**config.mk**
```make
export PLATFORM = sky130hd
export DESIGN_NAME = weighted_cdf_sampler_core
export DESIGN_NICKNAME = d
export VERILOG_FILES = /design/src/rtl/core/wcs_pkg.sv /design/src/rtl/core/wcs_div.sv /design/src/rtl/core/weighted_cdf_sampler_core.sv
export SDC_FILE = /design/constraint.sdc
export NUM_CORES = 2
export LEC_CHECK = 0
export BUFFER_PORTS_ARGS = -buffer_cell sky130_fd_sc_hd__buf_2
export CORE_UTILIZATION = 37
export DETAILED_ROUTE_END_ITERATION = 12
export SLEW_MARGIN = 30
export SYNTH_ARGS = -nofsm -noshare
export SYNTH_HDL_FRONTEND = slang
export SYNTH_SLANG_ARGS = --single-unit
```
**constraint.sdc**
```tcl
create_clock -name aclk -period 5.9 [get_ports aclk]
set_clock_uncertainty 0.05 [all_clocks]
set_input_delay 1.18 -clock aclk [delete_from_list [all_inputs] [get_ports aclk]]
set_output_delay 1.18 -clock aclk [all_outputs]
set_load 0.05 [all_outputs]
```
**src/rtl/core/wcs_pkg.sv**
```systemverilog
// ----------------------------------------------------------------------------
// wcs_pkg
// Shared sizes, codes and handshake structs of the weighted CDF sampler.
// ----------------------------------------------------------------------------
package wcs_pkg;

    // Table capacity and derived widths
    localparam int MAX_ENTRIES = 16;
    localparam int IDX_W       = $clog2(MAX_ENTRIES);
    localparam int CNT_W       = $clog2(MAX_ENTRIES + 1);
    localparam int CDF_AW      = $clog2(MAX_ENTRIES + 1);
    localparam int SUM_W       = 16 + $clog2(MAX_ENTRIES);
    localparam int CDF_W       = 17;

    // Divider sizes: dividend holds a 16-bit-shifted total, divisor a total
    localparam int DIV_NW      = SUM_W + 16;
    localparam int DIV_DW      = SUM_W;
    localparam int DIV_CW      = $clog2(DIV_NW);

    // Stream payload widths
    localparam int S_DATA_W    = 48;
    localparam int M_DATA_W    = 40;

    typedef enum logic [1:0] {
        CMD_INSERT = 2'd0,
        CMD_BUILD  = 2'd1,
        CMD_SAMPLE = 2'd2,
        CMD_NONE   = 2'd3
    } cmd_t;

    typedef enum logic [2:0] {
        STS_OK      = 3'd0,
        STS_FULL    = 3'd1,
        STS_EMPTY   = 3'd2,
        STS_ZERO    = 3'd3,
        STS_UNBUILT = 3'd4
    } status_t;

    typedef enum logic [3:0] {
        S_IDLE,
        S_BRD,
        S_BDIV,
        S_BWAIT,
        S_SRCH,
        S_CMP,
        S_RDHI,
        S_RDLO,
        S_NW,
        S_RATIO,
        S_DONE
    } state_t;

    // Divider request and response
    typedef struct packed {
        logic              start;
        logic [DIV_NW-1:0] dividend;
        logic [DIV_DW-1:0] divisor;
    } div_req_t;

    typedef struct packed {
        logic              busy;
        logic              done;
        logic [DIV_NW-1:0] quotient;
    } div_rsp_t;

endpackage

```
**src/rtl/core/wcs_div.sv**
```systemverilog
// ----------------------------------------------------------------------------
// wcs_div
// Restoring unsigned divider, one quotient bit per cycle.
// ----------------------------------------------------------------------------
module wcs_div (
    input  logic              aclk,
    input  logic              aresetn,
    input  wcs_pkg::div_req_t req,
    output wcs_pkg::div_rsp_t rsp
);

    logic                       busy_reg, busy_next;
    logic                       done_reg, done_next;
    logic [wcs_pkg::DIV_CW-1:0] cnt_reg, cnt_next;
    logic [wcs_pkg::DIV_NW-1:0] work_reg, work_next;
    logic [wcs_pkg::DIV_DW-1:0] rem_reg, rem_next;
    logic [wcs_pkg::DIV_DW-1:0] dvs_reg, dvs_next;
    logic [wcs_pkg::DIV_DW:0]   trial;
    logic [wcs_pkg::DIV_DW:0]   diff;

    // One shift-subtract step; work_reg shifts dividend bits out, quotient in
    always_comb begin
        busy_next = busy_reg;
        done_next = 1'b0;
        cnt_next  = cnt_reg;
        work_next = work_reg;
        rem_next  = rem_reg;
        dvs_next  = dvs_reg;
        trial     = {rem_reg, work_reg[wcs_pkg::DIV_NW-1]};
        diff      = trial - {1'b0, dvs_reg};
        if (busy_reg) begin
            if (!diff[wcs_pkg::DIV_DW]) begin
                rem_next  = diff[wcs_pkg::DIV_DW-1:0];
                work_next = {work_reg[wcs_pkg::DIV_NW-2:0], 1'b1};
            end else begin
                rem_next  = trial[wcs_pkg::DIV_DW-1:0];
                work_next = {work_reg[wcs_pkg::DIV_NW-2:0], 1'b0};
            end
            cnt_next = cnt_reg - 1'b1;
            if (cnt_reg == '0) begin
                busy_next = 1'b0;
                done_next = 1'b1;
            end
        end else if (req.start) begin
            busy_next = 1'b1;
            cnt_next  = wcs_pkg::DIV_CW'(wcs_pkg::DIV_NW - 1);
            work_next = req.dividend;
            rem_next  = '0;
            dvs_next  = req.divisor;
        end
    end

    // Control registers
    always_ff @(posedge aclk) begin
        if (!aresetn) begin
            busy_reg <= 1'b0;
            done_reg <= 1'b0;
        end else begin
            busy_reg <= busy_next;
            done_reg <= done_next;
        end
    end

    // Datapath registers
    always_ff @(posedge aclk) begin
        cnt_reg  <= cnt_next;
        work_reg <= work_next;
        rem_reg  <= rem_next;
        dvs_reg  <= dvs_next;
    end

    assign rsp.busy     = busy_reg;
    assign rsp.done     = done_reg;
    assign rsp.quotient = work_reg;

endmodule

```
**src/rtl/core/weighted_cdf_sampler_core.sv**
```systemverilog
// ----------------------------------------------------------------------------
// weighted_cdf_sampler_core
// Discrete sampler: entry table, normalized CDF build, binary-search sample.
// ----------------------------------------------------------------------------
// Usage:
//   Commands arrive on the s_ stream: s_tuser is the command (insert, build,
//   sample), s_tdata carries weight, prob and u. Each command produces one
//   result transfer on the m_ stream: status, entry index, span and ratio.
//   One command is worked at a time; s_tready is high while the engine idles.
//   The divider is bit-serial over D bits (D = 36 at 16 entries). Divides per command:
//     insert, unused command, error results: no divide
//     build:  one divide per entry
//     sample: a binary search, then up to two divides
//   The search costs one CDF memory read per step. Entry data and CDF bounds
//   sit in two synchronous memories with registered read ports.
//   A finished result waits in the output register while the next command
//   is taken; if it is still not taken when the next result is ready, the
//   engine holds in its done state until m_tready.
//   Reset clears the entry count, totals and the built flag; no memory
//   clearing pass is needed.
// ----------------------------------------------------------------------------
module weighted_cdf_sampler_core (
    input  logic                         aclk,
    input  logic                         aresetn,
    input  logic                         s_tvalid,
    output logic                         s_tready,
    // [15:0] weight, [31:16] prob, [47:32] u
    input  logic [wcs_pkg::S_DATA_W-1:0] s_tdata,
    // [1:0] command
    input  logic [1:0]                   s_tuser,
    output logic                         m_tvalid,
    input  logic                         m_tready,
    // [2:0] status, [6:3] entry_index, [23:7] span, [39:24] weight_ratio
    output logic [wcs_pkg::M_DATA_W-1:0] m_tdata
);

    wcs_pkg::state_t             state_reg, state_next;
    logic [wcs_pkg::CNT_W-1:0]   count_reg, count_next;
    logic [wcs_pkg::SUM_W-1:0]   wtot_reg, wtot_next;
    logic [wcs_pkg::SUM_W-1:0]   ptot_reg, ptot_next;
    logic                        built_reg, built_next;
    logic [wcs_pkg::SUM_W-1:0]   acc_reg, acc_next;
    logic [wcs_pkg::IDX_W-1:0]   k_reg, k_next;
    logic [wcs_pkg::IDX_W-1:0]   lo_reg, lo_next;
    logic [wcs_pkg::IDX_W-1:0]   hi_reg, hi_next;
    logic [wcs_pkg::IDX_W-1:0]   mid_reg, mid_next;
    logic [15:0]                 u_reg, u_next;
    logic [wcs_pkg::CDF_W-1:0]   hib_reg, hib_next;
    logic [wcs_pkg::CDF_W-1:0]   nw_reg, nw_next;
    logic [2:0]                  sts_reg, sts_next;
    logic [3:0]                  idx_reg, idx_next;
    logic [wcs_pkg::CDF_W-1:0]   span_reg, span_next;
    logic [15:0]                 ratio_reg, ratio_next;
    logic                        m_valid_reg;
    logic [wcs_pkg::M_DATA_W-1:0] m_data_reg;

    logic                        s_accept;
    logic                        out_load;
    logic [wcs_pkg::IDX_W:0]     mid_sum;
    logic [wcs_pkg::CDF_W-1:0]   span_calc;

    // Entry memory: {prob, weight}
    logic [31:0]                 entry_mem [wcs_pkg::MAX_ENTRIES];
    logic                        ent_we;
    logic [wcs_pkg::IDX_W-1:0]   ent_waddr;
    logic [31:0]                 ent_wdata;
    logic [wcs_pkg::IDX_W-1:0]   ent_raddr;
    logic [31:0]                 ent_rd_reg;

    // CDF memory: bounds 0..n
    logic [wcs_pkg::CDF_W-1:0]   cdf_mem [wcs_pkg::MAX_ENTRIES + 1];
    logic                        cdf_we;
    logic [wcs_pkg::CDF_AW-1:0]  cdf_waddr;
    logic [wcs_pkg::CDF_W-1:0]   cdf_wdata;
    logic [wcs_pkg::CDF_AW-1:0]  cdf_raddr;
    logic [wcs_pkg::CDF_W-1:0]   cdf_rd_reg;

    wcs_pkg::div_req_t           div_req;
    wcs_pkg::div_rsp_t           div_rsp;

    wcs_div u_div (
        .aclk    (aclk),
        .aresetn (aresetn),
        .req     (div_req),
        .rsp     (div_rsp)
    );

    assign s_tready  = (state_reg == wcs_pkg::S_IDLE);
    assign s_accept  = s_tvalid && s_tready;
    assign out_load  = (state_reg == wcs_pkg::S_DONE) && (!m_valid_reg || m_tready);
    assign mid_sum   = {1'b0, lo_reg} + {1'b0, hi_reg};
    assign span_calc = hib_reg - cdf_rd_reg;

    // Next state, memory access and divider control
    always_comb begin
        state_next = state_reg;
        count_next = count_reg;
        wtot_next  = wtot_reg;
        ptot_next  = ptot_reg;
        built_next = built_reg;
        acc_next   = acc_reg;
        k_next     = k_reg;
        lo_next    = lo_reg;
        hi_next    = hi_reg;
        mid_next   = mid_reg;
        u_next     = u_reg;
        hib_next   = hib_reg;
        nw_next    = nw_reg;
        sts_next   = sts_reg;
        idx_next   = idx_reg;
        span_next  = span_reg;
        ratio_next = ratio_reg;
        ent_we     = 1'b0;
        ent_waddr  = count_reg[wcs_pkg::IDX_W-1:0];
        ent_wdata  = s_tdata[31:0];
        ent_raddr  = k_reg;
        cdf_we     = 1'b0;
        cdf_waddr  = wcs_pkg::CDF_AW'(k_reg) + wcs_pkg::CDF_AW'(1);
        cdf_wdata  = div_rsp.quotient[wcs_pkg::CDF_W-1:0];
        cdf_raddr  = wcs_pkg::CDF_AW'(mid_reg) + wcs_pkg::CDF_AW'(1);
        div_req.start    = 1'b0;
        div_req.dividend = {acc_reg, 16'd0};
        div_req.divisor  = ptot_reg;

        unique case (state_reg)
            wcs_pkg::S_IDLE: begin
                if (s_accept) begin
                    sts_next   = wcs_pkg::STS_OK;
                    idx_next   = '0;
                    span_next  = '0;
                    ratio_next = '0;
                    u_next     = s_tdata[47:32];
                    state_next = wcs_pkg::S_DONE;
                    unique case (wcs_pkg::cmd_t'(s_tuser))
                        wcs_pkg::CMD_INSERT: begin
                            if (count_reg >= wcs_pkg::CNT_W'(wcs_pkg::MAX_ENTRIES)) begin
                                sts_next = wcs_pkg::STS_FULL;
                            end else begin
                                ent_we     = 1'b1;
                                count_next = count_reg + 1'b1;
                                wtot_next  = wtot_reg + wcs_pkg::SUM_W'(s_tdata[15:0]);
                                ptot_next  = ptot_reg + wcs_pkg::SUM_W'(s_tdata[31:16]);
                                built_next = 1'b0;
                            end
                        end
                        wcs_pkg::CMD_BUILD: begin
                            built_next = 1'b0;
                            if (count_reg == '0) begin
                                sts_next = wcs_pkg::STS_EMPTY;
                            end else if (wtot_reg == '0 || ptot_reg == '0) begin
                                sts_next = wcs_pkg::STS_ZERO;
                            end else begin
                                // Lowest bound is always zero
                                cdf_we     = 1'b1;
                                cdf_waddr  = '0;
                                cdf_wdata  = '0;
                                acc_next   = '0;
                                k_next     = '0;
                                state_next = wcs_pkg::S_BRD;
                            end
                        end
                        wcs_pkg::CMD_SAMPLE: begin
                            if (count_reg == '0) begin
                                sts_next = wcs_pkg::STS_EMPTY;
                            end else if (!built_reg || wtot_reg == '0) begin
                                sts_next = wcs_pkg::STS_UNBUILT;
                            end else begin
                                lo_next    = '0;
                                hi_next    = wcs_pkg::IDX_W'(count_reg - 1'b1);
                                state_next = wcs_pkg::S_SRCH;
                            end
                        end
                        default: begin
                            // Unused command: all-zero result
                            sts_next = wcs_pkg::STS_OK;
                        end
                    endcase
                end
            end

            // Build: read entry k, accumulate, divide, store bound k+1
            wcs_pkg::S_BRD: begin
                ent_raddr  = k_reg;
                state_next = wcs_pkg::S_BDIV;
            end
            wcs_pkg::S_BDIV: begin
                acc_next         = acc_reg + wcs_pkg::SUM_W'(ent_rd_reg[31:16]);
                div_req.start    = 1'b1;
                div_req.dividend = {acc_next, 16'd0};
                div_req.divisor  = ptot_reg;
                state_next       = wcs_pkg::S_BWAIT;
            end
            wcs_pkg::S_BWAIT: begin
                if (div_rsp.done) begin
                    cdf_we = 1'b1;
                    if (wcs_pkg::CNT_W'(k_reg) + 1'b1 == count_reg) begin
                        built_next = 1'b1;
                        sts_next   = wcs_pkg::STS_OK;
                        state_next = wcs_pkg::S_DONE;
                    end else begin
                        k_next     = k_reg + 1'b1;
                        state_next = wcs_pkg::S_BRD;
                    end
                end
            end

            // Sample: binary search on upper bounds
            wcs_pkg::S_SRCH: begin
                if (lo_reg < hi_reg) begin
                    mid_next   = mid_sum[wcs_pkg::IDX_W:1];
                    cdf_raddr  = wcs_pkg::CDF_AW'(mid_next) + wcs_pkg::CDF_AW'(1);
                    state_next = wcs_pkg::S_CMP;
                end else begin
                    cdf_raddr  = wcs_pkg::CDF_AW'(lo_reg) + wcs_pkg::CDF_AW'(1);
                    ent_raddr  = lo_reg;
                    state_next = wcs_pkg::S_RDHI;
                end
            end
            wcs_pkg::S_CMP: begin
                if (cdf_rd_reg < wcs_pkg::CDF_W'(u_reg)) begin
                    lo_next = mid_reg + 1'b1;
                end else begin
                    hi_next = mid_reg;
                end
                state_next = wcs_pkg::S_SRCH;
            end
            wcs_pkg::S_RDHI: begin
                hib_next   = cdf_rd_reg;
                cdf_raddr  = wcs_pkg::CDF_AW'(lo_reg);
                // keep the selected entry on the read port
                ent_raddr  = lo_reg;
                state_next = wcs_pkg::S_RDLO;
            end
            wcs_pkg::S_RDLO: begin
                span_next = span_calc;
                idx_next  = 4'(lo_reg);
                if (count_reg == wcs_pkg::CNT_W'(1)) begin
                    ratio_next = 16'd256;
                    state_next = wcs_pkg::S_DONE;
                end else begin
                    // Normalized weight: (w << 16) / weight total
                    div_req.start    = 1'b1;
                    div_req.dividend = wcs_pkg::DIV_NW'({ent_rd_reg[15:0], 16'd0});
                    div_req.divisor  = wtot_reg;
                    state_next       = wcs_pkg::S_NW;
                end
            end
            wcs_pkg::S_NW: begin
                if (div_rsp.done) begin
                    nw_next = div_rsp.quotient[wcs_pkg::CDF_W-1:0];
                    if (span_reg == '0) begin
                        ratio_next = 16'hFFFF;
                        state_next = wcs_pkg::S_DONE;
                    end else begin
                        div_req.start    = 1'b1;
                        div_req.dividend = wcs_pkg::DIV_NW'({nw_next, 8'd0});
                        div_req.divisor  = wcs_pkg::DIV_DW'(span_reg);
                        state_next       = wcs_pkg::S_RATIO;
                    end
                end
            end
            wcs_pkg::S_RATIO: begin
                if (div_rsp.done) begin
                    if (|div_rsp.quotient[wcs_pkg::DIV_NW-1:16]) begin
                        ratio_next = 16'hFFFF;
                    end else begin
                        ratio_next = div_rsp.quotient[15:0];
                    end
                    state_next = wcs_pkg::S_DONE;
                end
            end
            wcs_pkg::S_DONE: begin
                if (out_load) begin
                    state_next = wcs_pkg::S_IDLE;
                end
            end
            default: begin
                state_next = wcs_pkg::S_IDLE;
            end
        endcase
    end

    // State register and control state
    always_ff @(posedge aclk) begin
        if (!aresetn) begin
            state_reg <= wcs_pkg::S_IDLE;
            count_reg <= '0;
            wtot_reg  <= '0;
            ptot_reg  <= '0;
            built_reg <= 1'b0;
        end else begin
            state_reg <= state_next;
            count_reg <= count_next;
            wtot_reg  <= wtot_next;
            ptot_reg  <= ptot_next;
            built_reg <= built_next;
        end
    end

    // Working registers
    always_ff @(posedge aclk) begin
        acc_reg   <= acc_next;
        k_reg     <= k_next;
        lo_reg    <= lo_next;
        hi_reg    <= hi_next;
        mid_reg   <= mid_next;
        u_reg     <= u_next;
        hib_reg   <= hib_next;
        nw_reg    <= nw_next;
        sts_reg   <= sts_next;
        idx_reg   <= idx_next;
        span_reg  <= span_next;
        ratio_reg <= ratio_next;
    end

    // Entry memory
    always_ff @(posedge aclk) begin
        if (ent_we) begin
            entry_mem[ent_waddr] <= ent_wdata;
        end
        ent_rd_reg <= entry_mem[ent_raddr];
    end

    // CDF memory
    always_ff @(posedge aclk) begin
        if (cdf_we) begin
            cdf_mem[cdf_waddr] <= cdf_wdata;
        end
        cdf_rd_reg <= cdf_mem[cdf_raddr];
    end

    // Output register: holds a result until its transfer
    always_ff @(posedge aclk) begin
        if (!aresetn) begin
            m_valid_reg <= 1'b0;
        end else if (out_load) begin
            m_valid_reg <= 1'b1;
        end else if (m_tready) begin
            m_valid_reg <= 1'b0;
        end
    end

    always_ff @(posedge aclk) begin
        if (out_load) begin
            m_data_reg <= {ratio_reg, span_reg, idx_reg, sts_reg};
        end
    end

    assign m_tvalid = m_valid_reg;
    assign m_tdata  = m_data_reg;

`ifndef ASSERT_OFF
    // Entry count never passes the table size
    a_count_max: assert property (@(posedge aclk) disable iff (!aresetn)
        count_reg <= wcs_pkg::CNT_W'(wcs_pkg::MAX_ENTRIES))
        else $error("entry count above table size");

    // A built table always has entries and nonzero totals
    a_built_ok: assert property (@(posedge aclk) disable iff (!aresetn)
        built_reg |-> (count_reg != '0 && wtot_reg != '0 && ptot_reg != '0))
        else $error("built flag set on an invalid table");

    // Divider is never restarted while busy
    a_div_idle: assert property (@(posedge aclk) disable iff (!aresetn)
        div_req.start |-> !div_rsp.busy)
        else $error("divider started while busy");

    // Output register is loaded only when free or draining
    a_out_free: assert property (@(posedge aclk) disable iff (!aresetn)
        (m_valid_reg && !m_tready) |=> $stable(m_data_reg))
        else $error("pending result overwritten");
`endif

endmodule
```
==> impl_metrics.ini <==
[routing]
via_count = 27600
wl_mm = 120
ant_nets = 0
drc = 0
drtPass1Iterations = 7
first_iter_violations = 2634
viasPerCell = 5.37
wl_per_cell_um = 23.3

[floorplanning]
dieHeight_um = 364
io_pins = 96
core_region_area_sq_um = 130000
die-area_sq_um = 133000
start_util_pct = 37.4
die_w_um = 364
rows = 132

[finish]
fill_cells = 11600
layout_commonest_cell = edfxtp_1
postLayoutCellArea_sq_um = 55600
finish.utilization_pct = 42.8
largest_reg_flops = 512
syn2layout_area_growth_pct = 14.7
mostFrequentLayoutCells = edfxtp_1, mux2i_1, nor2_1, nand2_1, mux4_2
largest_register = entry_mem
drive_gt1_share_pct = 17.1
nets = 3469

[clocking]
cts_tree = yes
hold_buffers = 0
cts_num_sinks = 1134
cts_setup_buffers = 0
clk_pin_slew_ns = 0.07
root_buffer = clkbuf_16
clk_latency_ns = 0.76
h-tree-depth = 3
numCtsBuffers = 115
post_cts_resized = 0
clk_path_buf_depth = 3

[timing]
slew_violations = 0
worst_slew_pin_slew_ns = 0.977
fin_setup_tns_ns = 0
grt_setup_unrepaired = no
fmax_mhz = 225
slew_headroom_pct = 34.7
period_needed_ns = 4.44
post-route-period-util_pct = 75.3
finalHoldViolCount = 0
setup_viol = 0

[power_and_ir_drop]
peakVddDrop_mv = 0.257
power_density_nw_per_um2 = 386
power_w = 0.0215
p_leak_nw = 19.6

[logic_synthesis]
syn-num-nets = 3312
postSynthAreaPerCell_sq_um = 15.5
synthCells = 3133
synth_cell_types = 80
synth_area_leaders = edfxtp_1, mux4_2, mux2i_1
synth.cell_area_sq_um = 48500
synth_flop_cell = edfxtp_1
seq_area_frac_synth_pct = 68.1
synthArstFlopShare_pct = 0
synth_edf_count = 1032
synth_warnings = 0
synth_area_leader_cell = edfxtp_1
synth_top_area_share_pct = 63.9
synth_seq_cells = 1134

[setup_path]
cp_slowest_cell = edfxtp_1
crit_top_cell = mux2i_1
worstSetupPathType = flip-flop to flip-flop
cp-start-kind = flip-flop
worstPathCellList = ha_1 -> a2111oi_4 -> or2_1 -> mux2i_1 -> a21oi_1 -> ha_1 -> mux2i_4 -> buf_8 -> buf_4 -> mux2i_1 -> mux2i_1 -> mux2i_1 -> a221oi_2
slowest_delay_ns = 0.57
required_ns = 6.41
crit_fanout = 16
endpoint_kind = flip-flop
worstPathArrival_ns = 4.96

[grt]
antenna_found_initial = 22
grt_pass1_vias = 27100
grt_max_degree = 74
grt_pass1_wl_mm = 177
overflow = 0
track_usage_pct = 18.1

[worst_hold_path]
hold_class = flip-flop to flip-flop

[placement]
gp_congestion = 0.847
io_buffers = 95
hpwl_mm = 76.6
dpl_cell_area_sq_um = 51700

[flow_run]
cap_viol_max_count = 0

[run_status]
status = finished clean
power breakdown:
group	switching [W]	internal, W
clock network	0.00318	0.00421
registers	0.000521	0.00993
logic	0.00238	0.00124
cells by family after synthesis:
family	count (synthesis)	share of synthesized area, %
buf+inv	258	2.19
mux	391	11.4
fa+ha+maj	125	3.32
compound gates	476	7.01
flops	1134	68.1
simple gates	666	6.52
xor+xnor	83	1.50
area by class of cell:
class	instances	area (sq um)	area share, %
antenna	6	15.0	0.0270
clock buffer	154	3140	5.64
clock inverter	65	748	1.35
inverter	123	462	0.830
multi-input combinational	1741	14800	26.6
sequential	1134	33000	59.4
tap	1742	2180	3.92
timing repair buffer	175	1260	2.26
through the flow:
stage,hold WS [ns],worst slack [ns],instances
2_1_floorplan,0.350,0.265,3133
3_3_place_gp,0.352,1.35,4911
3_5_place_dp,0.355,1.31,4913
4_1_cts,0.316,1.28,5132
5_1_grt,0.347,1.16,5136
6_report,0.320,1.46,5140
path summary, 6_finish.rpt:
check | end | start | slack [ns] | cells after the start
hold / removal | m_tdata[6] | idx_reg[3] | 0.32 | 0
setup reg to reg | cdf_rd_reg[14] | lo_reg[1] | 1.46 | 13
hold reg to reg | m_tdata[6] | idx_reg[3] | 0.32 | 0
setup / recovery | cdf_rd_reg[14] | lo_reg[1] | 1.46 | 13
cells in the mapped netlist, types with 16 or more instances:
| cell type | instances |
|---|---|
| and2_1 | 60 |
| xnor2_1 | 45 |
| ha_1 | 119 |
| a221oi_1 | 19 |
| nor4_1 | 32 |
| a21oi_1 | 103 |
| xor2_1 | 38 |
| a31oi_1 | 47 |
| a211oi_1 | 49 |
| nand2b_1 | 20 |
| edfxtp_1 | 1032 |
| mux4_2 | 128 |
| nand3_1 | 35 |
| nor2_1 | 220 |
| mux2i_1 | 261 |
| nor2b_1 | 33 |
| inv_1 | 123 |
| buf_2 | 28 |
| dfxtp_1 | 102 |
| o21ai_0 | 67 |
| nor3_1 | 26 |
| and3_1 | 18 |
| a222oi_1 | 16 |
| a21o_1 | 31 |
| clkbuf_1 | 88 |
| nand2_1 | 170 |
routing by layer:
layer  track usage (%)  routed length [um]  up-vias
met3              3.63                8640      166
li1                  -                   -    12500
met1              25.9               54100    14100
met4              4.56                2340       16
met5                 0                 100        -
met2              28.0               54800      871
worst max-delay path: cells and delay by family, from the launching register on:
family,cells,cell delay [ns]
muxes,5,1.44
adders and majority gates,2,0.76
AOI/OAI and AO/OA,3,0.61
DFF,1,0.57
buffers and inverters,2,0.54
and+or+nand+nor,1,0.34
Note: power is estimated with default switching activity, not from simulation.
